### config.mk
export PLATFORM = sky130hd
export DESIGN_NAME = line_follower_obstacle_sequencer
export DESIGN_NICKNAME = d
export VERILOG_FILES = /design/src/rtl/lfos_pkg.sv /design/src/rtl/line_follower_obstacle_sequencer.sv /design/src/rtl/lfos_cfg_regs.sv /design/src/rtl/lfos_step.sv
export SDC_FILE = /design/constraint.sdc
export NUM_CORES = 1
export LEC_CHECK = 0
export ABC_AREA = 1
export BUFFER_PORTS_ARGS = -buffer_cell sky130_fd_sc_hd__buf_2
export CAP_MARGIN = 10
export CORE_MARGIN = 2
export CORE_UTILIZATION = 50
export CTS_CLUSTER_SIZE = 40
export DETAILED_ROUTE_END_ITERATION = 10
export PLACE_DENSITY = 0.72
export SYNTH_ARGS = -nofsm -noshare
export SYNTH_HDL_FRONTEND = slang
export SYNTH_SLANG_ARGS = --single-unit
### constraint.sdc
create_clock -name i_clk -period 3.1 [get_ports i_clk]
set_input_delay 0.155 -clock i_clk [delete_from_list [all_inputs] [get_ports i_clk]]
set_output_delay 0.155 -clock i_clk [all_outputs]
set_load 0.01 [all_outputs]
### src/rtl/lfos_pkg.sv
`timescale 1ns / 1ps
// ----------------------------------------------------------------------------
// lfos_pkg: shared types and constants of the line follower sequencer
// Field widths, register indexes and reset values, the phase encoding
// and the drive table that maps the three line bits to a motor command.
// ----------------------------------------------------------------------------
package lfos_pkg;

    // Widths
    localparam int TIMER_W    = 16;
    localparam int SPEED_W    = 7;
    localparam int PHASE_W    = 3;
    localparam int CFG_IDX_W  = 2;
    localparam int CFG_DATA_W = 16;
    localparam int S_DATA_W   = 8;
    localparam int M_DATA_W   = 24;

    localparam logic [SPEED_W-1:0] SPEED_MAX = 7'd100;
    localparam logic [TIMER_W-1:0] TICK_MAX  = {TIMER_W{1'b1}};

    // Register indexes
    localparam logic [CFG_IDX_W-1:0] REG_DRIVE_SPEED   = 2'd0;
    localparam logic [CFG_IDX_W-1:0] REG_OBSTACLE_WAIT = 2'd1;
    localparam logic [CFG_IDX_W-1:0] REG_TURN_TICKS    = 2'd2;
    localparam logic [CFG_IDX_W-1:0] REG_ADVANCE_TICKS = 2'd3;

    // Register reset values
    localparam logic [SPEED_W-1:0] RST_DRIVE_SPEED   = 7'd100;
    localparam logic [TIMER_W-1:0] RST_OBSTACLE_WAIT = 16'd5000;
    localparam logic [TIMER_W-1:0] RST_TURN_TICKS    = 16'd1000;
    localparam logic [TIMER_W-1:0] RST_ADVANCE_TICKS = 16'd2000;

    // Reported phase codes
    localparam logic [PHASE_W-1:0] CODE_DRIVE = 3'd0;
    localparam logic [PHASE_W-1:0] CODE_WAIT  = 3'd1;
    localparam logic [PHASE_W-1:0] CODE_ROTL  = 3'd2;
    localparam logic [PHASE_W-1:0] CODE_ADV1  = 3'd3;
    localparam logic [PHASE_W-1:0] CODE_ROTR  = 3'd4;
    localparam logic [PHASE_W-1:0] CODE_ADV2  = 3'd5;
    localparam logic [PHASE_W-1:0] CODE_SEEK  = 3'd6;
    localparam logic [PHASE_W-1:0] CODE_DONE  = 3'd7;

    typedef enum logic [7:0] {
        PH_DRIVE = 8'b0000_0001,
        PH_WAIT  = 8'b0000_0010,
        PH_ROTL  = 8'b0000_0100,
        PH_ADV1  = 8'b0000_1000,
        PH_ROTR  = 8'b0001_0000,
        PH_ADV2  = 8'b0010_0000,
        PH_SEEK  = 8'b0100_0000,
        PH_DONE  = 8'b1000_0000
    } t_phase;

    // Sensor sample, left_line in the lowest bit
    typedef struct packed {
        logic stop_pressed;
        logic path_clear;
        logic right_line;
        logic middle_line;
        logic left_line;
    } t_sense;

    // Active register values, speed already limited to 100
    typedef struct packed {
        logic [SPEED_W-1:0] drive_speed;
        logic [TIMER_W-1:0] obstacle_wait_ticks;
        logic [TIMER_W-1:0] turn_ticks;
        logic [TIMER_W-1:0] advance_ticks;
    } t_cfg;

    // Motor command, left_forward in the lowest bit
    typedef struct packed {
        logic [PHASE_W-1:0] phase_now;
        logic [SPEED_W-1:0] right_speed;
        logic               right_forward;
        logic [SPEED_W-1:0] left_speed;
        logic               left_forward;
    } t_result;

    // Map the one-hot phase to its reported code
    function automatic logic [PHASE_W-1:0] phase_code(input t_phase ph);
        logic [PHASE_W-1:0] code;
        unique case (ph)
            PH_DRIVE: code = CODE_DRIVE;
            PH_WAIT:  code = CODE_WAIT;
            PH_ROTL:  code = CODE_ROTL;
            PH_ADV1:  code = CODE_ADV1;
            PH_ROTR:  code = CODE_ROTR;
            PH_ADV2:  code = CODE_ADV2;
            PH_SEEK:  code = CODE_SEEK;
            default:  code = CODE_DONE;
        endcase
        return code;
    endfunction

    // Drive table: {left fwd, left runs, right fwd, right runs}, index l,m,r
    function automatic logic [3:0] drive_row(input logic [2:0] idx);
        logic [3:0] row;
        unique case (idx)
            3'b000:  row = 4'b1010;
            3'b001:  row = 4'b1110;
            3'b010:  row = 4'b1111;
            3'b011:  row = 4'b1101;
            3'b100:  row = 4'b1011;
            3'b101:  row = 4'b1010;
            3'b110:  row = 4'b0111;
            default: row = 4'b1010;
        endcase
        return row;
    endfunction

endpackage

### src/rtl/line_follower_obstacle_sequencer.sv
`timescale 1ns / 1ps
// ----------------------------------------------------------------------------
// line_follower_obstacle_sequencer: line follower with obstacle detour
// One sensor sample per timer tick in, one motor command per sample out.
// ----------------------------------------------------------------------------
//  channel   direction  handshake                  payload
//  s_axis    in         s_axis_tvalid/tready       sensor sample, tdata[4:0]
//  m_axis    out        m_axis_tvalid/tready       motor command, tdata[18:0]
//  cfg       in         i_cfg_valid/o_cfg_ready    register index, write data
//
//  One sample is taken every cycle while the output does not stall; each
//  sample passes through the input register, then the result register,
//  from which its motor command is offered on m_axis.
//  The sequencer state advances as a sample passes into the result register,
//  so a stalled output stalls the input only once both registers are full.
//  Reset puts the phase in driving, clears the tick counter and loads the
//  register defaults; config writes complete in the cycle they are offered.
// ----------------------------------------------------------------------------
module line_follower_obstacle_sequencer
    import lfos_pkg::*;
(
    input  logic                  i_clk,
    input  logic                  i_rst_n,
    // sensor samples
    input  logic                  s_axis_tvalid,
    output logic                  s_axis_tready,
    // [0] left_line, [1] middle_line, [2] right_line, [3] path_clear,
    // [4] stop_pressed, [7:5] zero
    input  logic [S_DATA_W-1:0]   s_axis_tdata,
    // motor commands
    output logic                  m_axis_tvalid,
    input  logic                  m_axis_tready,
    // [0] left_forward, [7:1] left_speed, [8] right_forward,
    // [15:9] right_speed, [18:16] phase_now, [23:19] zero
    output logic [M_DATA_W-1:0]   m_axis_tdata,
    // configuration writes
    input  logic                  i_cfg_valid,
    output logic                  o_cfg_ready,
    input  logic [CFG_IDX_W-1:0]  i_cfg_index,
    input  logic [CFG_DATA_W-1:0] i_cfg_data
);

    logic    r_in_valid;
    t_sense  r_in_sense;
    logic    r_out_valid;
    t_result r_out_result;
    logic    advance;
    t_cfg    cfg;
    t_result step_result;

    // Config writes are always taken
    assign o_cfg_ready = 1'b1;

    lfos_cfg_regs u_cfg (
        .i_clk      (i_clk),
        .i_rst_n    (i_rst_n),
        .i_wr_en    (i_cfg_valid),
        .i_wr_index (i_cfg_index),
        .i_wr_data  (i_cfg_data),
        .o_cfg      (cfg)
    );

    // Move a sample on when the result register is free or draining
    assign advance       = !r_out_valid || m_axis_tready;
    assign s_axis_tready = !r_in_valid || advance;

    // Input register
    always_ff @(posedge i_clk) begin
        if (!i_rst_n) begin
            r_in_valid <= 1'b0;
        end else if (s_axis_tready) begin
            r_in_valid <= s_axis_tvalid;
        end
    end

    always_ff @(posedge i_clk) begin
        if (s_axis_tready && s_axis_tvalid) begin
            r_in_sense <= t_sense'(s_axis_tdata[4:0]);
        end
    end

    lfos_step u_step (
        .i_clk    (i_clk),
        .i_rst_n  (i_rst_n),
        .i_commit (r_in_valid && advance),
        .i_sense  (r_in_sense),
        .i_cfg    (cfg),
        .o_result (step_result)
    );

    // Result register
    always_ff @(posedge i_clk) begin
        if (!i_rst_n) begin
            r_out_valid <= 1'b0;
        end else if (advance) begin
            r_out_valid <= r_in_valid;
        end
    end

    always_ff @(posedge i_clk) begin
        if (advance && r_in_valid) begin
            r_out_result <= step_result;
        end
    end

    assign m_axis_tvalid = r_out_valid;
    assign m_axis_tdata  = {{(M_DATA_W-$bits(t_result)){1'b0}}, r_out_result};

endmodule

### src/rtl/lfos_cfg_regs.sv
`timescale 1ns / 1ps
// ----------------------------------------------------------------------------
// lfos_cfg_regs: configuration register bank
// Takes register writes from the config channel; limits the drive speed
// to 100 percent as it is stored.
// ----------------------------------------------------------------------------
module lfos_cfg_regs
    import lfos_pkg::*;
(
    input  logic                  i_clk,
    input  logic                  i_rst_n,
    input  logic                  i_wr_en,
    input  logic [CFG_IDX_W-1:0]  i_wr_index,
    input  logic [CFG_DATA_W-1:0] i_wr_data,
    output t_cfg                  o_cfg
);

    t_cfg               r_cfg;
    t_cfg               n_cfg;
    logic [SPEED_W-1:0] speed_in;

    // Limit the written speed to 100
    always_comb begin
        speed_in = i_wr_data[SPEED_W-1:0];
        if (speed_in > SPEED_MAX) begin
            speed_in = SPEED_MAX;
        end
    end

    // Decode the written register
    always_comb begin
        n_cfg = r_cfg;
        if (i_wr_en) begin
            unique case (i_wr_index)
                REG_DRIVE_SPEED:   n_cfg.drive_speed         = speed_in;
                REG_OBSTACLE_WAIT: n_cfg.obstacle_wait_ticks = i_wr_data[TIMER_W-1:0];
                REG_TURN_TICKS:    n_cfg.turn_ticks          = i_wr_data[TIMER_W-1:0];
                default:           n_cfg.advance_ticks       = i_wr_data[TIMER_W-1:0];
            endcase
        end
    end

    always_ff @(posedge i_clk) begin
        if (!i_rst_n) begin
            r_cfg.drive_speed         <= RST_DRIVE_SPEED;
            r_cfg.obstacle_wait_ticks <= RST_OBSTACLE_WAIT;
            r_cfg.turn_ticks          <= RST_TURN_TICKS;
            r_cfg.advance_ticks       <= RST_ADVANCE_TICKS;
        end else begin
            r_cfg <= n_cfg;
        end
    end

    assign o_cfg = r_cfg;

endmodule

### src/rtl/lfos_step.sv
`timescale 1ns / 1ps
// ----------------------------------------------------------------------------
// lfos_step: phase sequencer and motor command logic
// Holds the phase and tick counter; from one sensor sample computes the
// motor command and the next phase, committed when the sample is consumed.
// ----------------------------------------------------------------------------
module lfos_step
    import lfos_pkg::*;
(
    input  logic    i_clk,
    input  logic    i_rst_n,
    input  logic    i_commit,
    input  t_sense  i_sense,
    input  t_cfg    i_cfg,
    output t_result o_result
);

    t_phase             r_phase;
    t_phase             n_phase;
    logic [TIMER_W-1:0] r_tick;
    logic [TIMER_W-1:0] n_tick;
    logic [TIMER_W-1:0] tick_inc;
    logic [TIMER_W-1:0] dur;
    logic [TIMER_W-1:0] dur_eff;
    logic               done;
    logic [3:0]         motors;
    logic [2:0]         line_idx;

    assign line_idx = {i_sense.left_line, i_sense.middle_line, i_sense.right_line};

    // Select the duration of the current timed phase
    always_comb begin
        unique case (r_phase)
            PH_WAIT:           dur = i_cfg.obstacle_wait_ticks;
            PH_ROTL, PH_ROTR:  dur = i_cfg.turn_ticks;
            PH_ADV1, PH_ADV2:  dur = i_cfg.advance_ticks;
            default:           dur = i_cfg.turn_ticks;
        endcase
    end

    // Count one tick, saturating at the top; a zero duration acts as one
    assign tick_inc = (r_tick != TICK_MAX) ? r_tick + 1'b1 : r_tick;
    assign dur_eff  = (dur == '0) ? {{(TIMER_W-1){1'b0}}, 1'b1} : dur;
    assign done     = (tick_inc >= dur_eff);

    // Phase transitions and motor command
    always_comb begin
        n_phase = r_phase;
        n_tick  = r_tick;
        motors  = 4'b1010;
        unique case (r_phase)
            PH_DRIVE: begin
                priority if (i_sense.stop_pressed) begin
                    n_phase = PH_DONE;
                end else if (!i_sense.path_clear) begin
                    n_phase = PH_WAIT;
                    n_tick  = '0;
                end else begin
                    motors = drive_row(line_idx);
                end
            end
            PH_WAIT: begin
                n_tick = done ? '0 : tick_inc;
                if (done) begin
                    n_phase = i_sense.path_clear ? PH_DRIVE : PH_ROTL;
                end
            end
            PH_ROTL: begin
                motors = 4'b0111;
                n_tick = done ? '0 : tick_inc;
                if (done) begin
                    n_phase = PH_ADV1;
                end
            end
            PH_ADV1: begin
                motors = 4'b1111;
                n_tick = done ? '0 : tick_inc;
                if (done) begin
                    n_phase = PH_ROTR;
                end
            end
            PH_ROTR: begin
                motors = 4'b1101;
                n_tick = done ? '0 : tick_inc;
                if (done) begin
                    n_phase = PH_ADV2;
                end
            end
            PH_ADV2: begin
                motors = 4'b1111;
                n_tick = done ? '0 : tick_inc;
                if (done) begin
                    n_phase = PH_SEEK;
                end
            end
            PH_SEEK: begin
                motors = 4'b1111;
                if (line_idx != 3'b111) begin
                    n_phase = PH_DRIVE;
                    n_tick  = '0;
                end
            end
            default: begin
                n_phase = PH_DONE;
            end
        endcase
    end

    // Build the result; a stopped motor reads forward at speed zero
    always_comb begin
        o_result.left_forward  = motors[3];
        o_result.left_speed    = motors[2] ? i_cfg.drive_speed : '0;
        o_result.right_forward = motors[1];
        o_result.right_speed   = motors[0] ? i_cfg.drive_speed : '0;
        o_result.phase_now     = phase_code(n_phase);
    end

    // Commit the state when the sample moves on
    always_ff @(posedge i_clk) begin
        if (!i_rst_n) begin
            r_phase <= PH_DRIVE;
            r_tick  <= '0;
        end else if (i_commit) begin
            r_phase <= n_phase;
            r_tick  <= n_tick;
        end
    end

endmodule

; Word-level counts from Yosys, hierarchy flattened
; Cells that the tools add are included.
[totals]
ff_bits = 105
out_inout_bits = 27
[op_classes]
n_addsub = 1
order_cmp = 2
eq_ne = 26
muxes = 24
n_bitwise = 1
reduce_logical = 18
[op_table]
columns = op, n
row1 = two-way mux 16 bit, 6
row2 = two-way mux 8 bit, 8
row3 = one-hot mux 8 bit (7 select lines), 1
row4 = one-hot mux 16 bit (3 select lines), 1
row5 = one-hot mux 16 bit (2 select lines), 1
row6 = one-hot mux 3 bit (7 select lines), 1
row7 = one-hot mux 4 bit (5 select lines), 1
row8 = adder 16 x 1 -> 16 bit (second input constant), 1
row9 = equality test 8 x 1 -> 1 bit (second input constant), 2
row10 = equality test 8 x 2 -> 1 bit (second input constant), 2
row11 = equality test 8 x 3 -> 1 bit (second input constant), 2
row12 = equality test 8 x 4 -> 1 bit (second input constant), 2
row13 = equality test 8 x 5 -> 1 bit (second input constant), 2
row14 = equality test 8 x 6 -> 1 bit (second input constant), 2
row15 = equality test 8 x 7 -> 1 bit (second input constant), 2
row16 = >= comparator 16 bit, 1
row17 = zero test 16 bit, 1
row18 = != test 16 bit (second input constant), 1
row19 = one-hot mux 4 bit (4 select lines), 1
row20 = two-way mux 4 bit, 2
row21 = AND reduction 2 bit, 4
row22 = greater-than comparator 7 bit (second input constant), 1
row23 = two-way mux 7 bit, 1
row24 = equality test 3 x 2 -> 1 bit (second input constant), 2
row25 = 18 further kinds, 24

; Depth between registers and ports, before layout
[logic_depth]
ltp_word = 10
ltp_mapped = 27
mapped_depth_nobuf = 26

; By module
; A second synthesis with hierarchy kept.
[unflattened]
hier_cells = 791
area_unflattened_um2 = 5766.8
[by_module_without_submodules]
columns = mod, n_inst, cells_each, area_per_inst_um2, seq_area_each_um2
row1 = lfos_step, 1, 500, 2866.5, 480.5
row2 = lfos_cfg_regs, 1, 246, 2031.9, 1101.1
row3 = line_follower_obstacle_sequencer, 1, 45, 868.3, 760.7

; Worst setup path after synthesis
; No wires, ideal clock.
[synth_timing]
path_kind = register to register
from = register u_step.r_phase[3]
to = register r_out_result (netlist bit m_axis_tdata[17]) (data pin)
t_arrival_ns = 2.598
required_time_ns = 2.840
setup_slack_ns = 0.242
path_stages_with_launch = 28
path_buffers = 1
period_less_slack_ns = 2.858
path_cell_list = dfxtp_1 inv_1 nand2_1 nor2_1 nand2_2 inv_2 nor2_4 buf_6 nand2_1 nand2_1 nor2_1 nand2_1 nor2_1 nand2_1 nand2_1 ha_1 nand2_1 nor2_1 nand2_1 nand2_1 nor2_1 nand2_1 nand2_1 nand2_1 nand2_1 nand2_1 nor2_1 nand3_1
[synth_rtl]
columns = item, line_no
row1 = "start, declared", lfos_step.sv:18  ; t_phase r_phase;
row2 = "start signal, assigned", lfos_step.sv:124  ; r_phase <= n_phase;
row3 = "end signal, assigned", line_follower_obstacle_sequencer.sv:102  ; r_out_result <= step_result;
row4 = "end, declared", line_follower_obstacle_sequencer.sv:46  ; t_result r_out_result;

==> metrics.txt <==
largest area contributor in the netlist dfxtp_1; Core Area 10800 sq um; met2 WL 6680 um; CP top delay family simple AND/OR/NAND/NOR gates; Reg2Reg Depth 18; Multi-input gate area 2850 sq um; Num CTS Buffers 9; Crit-path slowest cell dfxtp_1; Die Span Y 110 um; Max-slew headroom 21.2%; top cells by area, synth dfxtp_1 (29%), edfxtp_1 (13%), nand2_1 (10%); aggregate global-route resource usage 23.3%; Hold Crit Class in2reg; Synth top area share 29.1%; first-pass GRT wire length 21900 um; Mapped Avg Cell Area 7.35 sq um; Synth Area in Adders 3.81%; kind of critical path reg2reg; clk_lat worst skew 0.39 ns; fin cells 991; Max VDD drop 0.329 mV; final setup vio count 0; CTS tree built; WL met3 673 um; register area share after synthesis 42.0%; Via Count 5156; Leak 3.11 nW; root buf cell clkbuf_8; RD Place Congestion 0.903; synth warn 0; Yosys reg bits 105; Worst R2R Setup Slack 0.04 ns; Post-Syn Area 5580 sq um; Critical Path End Type flop; routed vias/inst 5.20; Mapped Cells 759; layout cells sized above 1 24.0%; WHS Endpoint u_cfg.o_cfg[9]; hold path startpoint i_cfg_data[9]; total gr overflow 0; most common cell after layout, fill and taps aside nand2_1; Core Rows 38; met1 wire length 5930 um; post-synthesis compound-gate area fraction 13.3%; Final Hold Viols 0; initial antenna violation count 0; Max Freq 0.327 GHz; number of remaining DRC errors 0; most frequent cells in the layout nand2_1 (140), nor2_1 (110), inv_1 (81); I/O pins 58; Layout Skew 0.00797 ns; CP cell instances ha_1, nand2_1, nor2_2, inv_1, nor3_1, nand2_1, xor2_1, nand2_1, ha_1, nand2_1, o21ai_0, a21oi_2, buf_4, nand3_2, nand2_1, nand2_2, nor2_2, nand3_1; Die X-Extent 110 um; drt first pass iters 5; CP bufs+invs 2; Final Slew Violations 0; Tot Pwr 2.83 mW; vias in the first global route 4835; Port Buffers 48; Worst Tran Pin Value 1.18 ns; Crit path largest cell delay 0.37 ns; reg2reg start u_step.r_tick[0]; Final ANT Viol Nets 0; Final period util 98.6%; largest net degree at the start of global routing 54; pre-CTS setup slack -0.0402 ns; max-cap violation count 0; Reg area 2350 sq um; overall die area 12000 sq um; clock slew at reported path FFs 0.11 ns; main combinational cell family by area after synthesis simple AND/OR/NAND/NOR gates; clock sinks 105; PwrDens 425 nW/um^2; crit path max fanout 7; Netlist cell types 36; WL per Instance 13.6 um; RSZ-0062 raised after global routing yes; clock tree buffer depth 2; Period minus WS final 3.06 ns; cell mode on critical path nand2_1; end of the worst register-to-register path m_axis_tdata[16]; Util after Layout 61.3%; final setup margin 0.0440 ns; status complete, no violations; uppermost layer routed met4; ANT cells 0; area delta synth->final 19.2%; initial drt markers 303; Startpoint Class flop; H-tree Lvls 3; critical path arrival 3.20 ns; xor and xnor fraction of the mapped netlist area 1.57%; hold slack 0.00960 ns; Starting Density 51.5%; Crit path required time 3.25 ns; layout net count 894; Synth Area in Simple Gates 29.9%; fillcell total 1029; dpl cells 965; hold-critical path depth 3; post-synthesis mux area share 0%; Routed WL 13500 um; Detailed Place HPWL 9490 um
-- cells in the mapped netlist --
| cell type | count |
|---|---|
| nand3_1 | 46 |
| buf_6 | 3 |
| a211oi_1 | 4 |
| xor2_1 | 9 |
| nor4_1 | 2 |
| nor3_2 | 3 |
| nand3_4 | 1 |
| o21ai_1 | 1 |
| edfxtp_1 | 24 |
| nand3b_1 | 1 |
| nand4_1 | 8 |
| ha_1 | 17 |
| nor2_1 | 118 |
| a21oi_2 | 11 |
| o21ai_0 | 51 |
| inv_2 | 9 |
| nor2_4 | 5 |
| nor2_8 | 1 |
| nor2_2 | 2 |
| buf_8 | 1 |
| nand2_1 | 155 |
| nor3_1 | 8 |
| buf_4 | 7 |
| o211ai_1 | 7 |
| clkbuf_1 | 17 |
| inv_1 | 83 |
| dfxtp_1 | 81 |
| conb_1 | 2 |
| a31oi_1 | 1 |
| o21bai_1 | 2 |
| a21oi_1 | 56 |
| buf_2 | 2 |
| nand2_4 | 5 |
| nand2_2 | 14 |
| nand4_4 | 1 |
| xnor2_1 | 1 |
-- per-layer routing --
layer	global-route usage [%]	vias up
li1	-	2610
met2	39.4	141
met4	6.78	0
met5	0	-
met3	4.33	24
met1	30.3	2381
-- worst min-delay path: stages --
cell and delay [ns]:
buf_2 0.10, nand2_1 0.05, nand3_1 0.06
-- timing repair --
| item | CTS | global route |
|---|---|---|
| pin swaps | 1 | 11 |
| endpoints found under the hold margin | 6 | 0 |
| setup buffers | 2 | 3 |
| setup endpoints to repair | 19 | 26 |
| hold buffers | 6 | 0 |
| resized for setup | 5 | 42 |
-- stage by stage --
stage	area, sq um	TNS [ns]
CTS	6510	0
global placement	6210	0
finish	6650	0
detailed placement	6210	-0.120
global route	6650	-1.87
floorplan	5590	0
-- sequential cells by signal, summed over array words and instances, names as in the netlist --
signal          cells
r_in_valid          1
u_cfg.o_cfg        55
r_in_sense          5
u_step.r_phase      8
m_axis_tdata       19
m_axis_tvalid       1
u_step.r_tick      16
-- worst max-delay path by stage --
stage	startpoint	end	slack, ns	cells after the start
final	u_step.r_tick[0]	m_axis_tdata[16]	0.04	18
after global routing	u_step.r_phase[7]	m_axis_tdata[16]	-0.16	28
after floorplan	u_step.r_phase[3]	m_axis_tdata[17]	0.24	27
after detailed placement	u_step.r_phase[6]	u_step.r_tick[0]	-0.04	27
after global placement	u_step.r_phase[7]	m_axis_tdata[17]	0.04	27
after CTS	u_step.r_phase[4]	u_step.r_tick[0]	0.006	27
-- report_power, final --
| part | switching, mW | internal, mW | total, mW |
|---|---|---|---|
| Combinational | 0.266 | 0.161 | 0.427 |
| Sequential | 0.0272 | 1.47 | 1.49 |
| Clock | 0.518 | 0.390 | 0.908 |
-- layout make-up --
class                      instances  area share, %
clock inverter                     7           1.34
inverter                          92           5.23
timing repair buffer             102           10.7
clock buffer                       9           1.86
multi-input combinational        536           42.8
tap                              140           2.64
sequential                       105           35.4
-- logic make-up (layout without fill, tap and decap cells) --
| family | count (synthesis) | in the layout |
|---|---|---|
| AND/OR/NAND/NOR | 370 | 370 |
| AO/OA/AOI/OAI | 133 | 133 |
| buffers and inverters | 122 | 210 |
| flip-flops | 105 | 105 |
| adder cells (fa/ha/maj) | 17 | 17 |
| XOR/XNOR | 10 | 10 |
| other | 2 | 6 |
(Power assumes the default switching activity.)
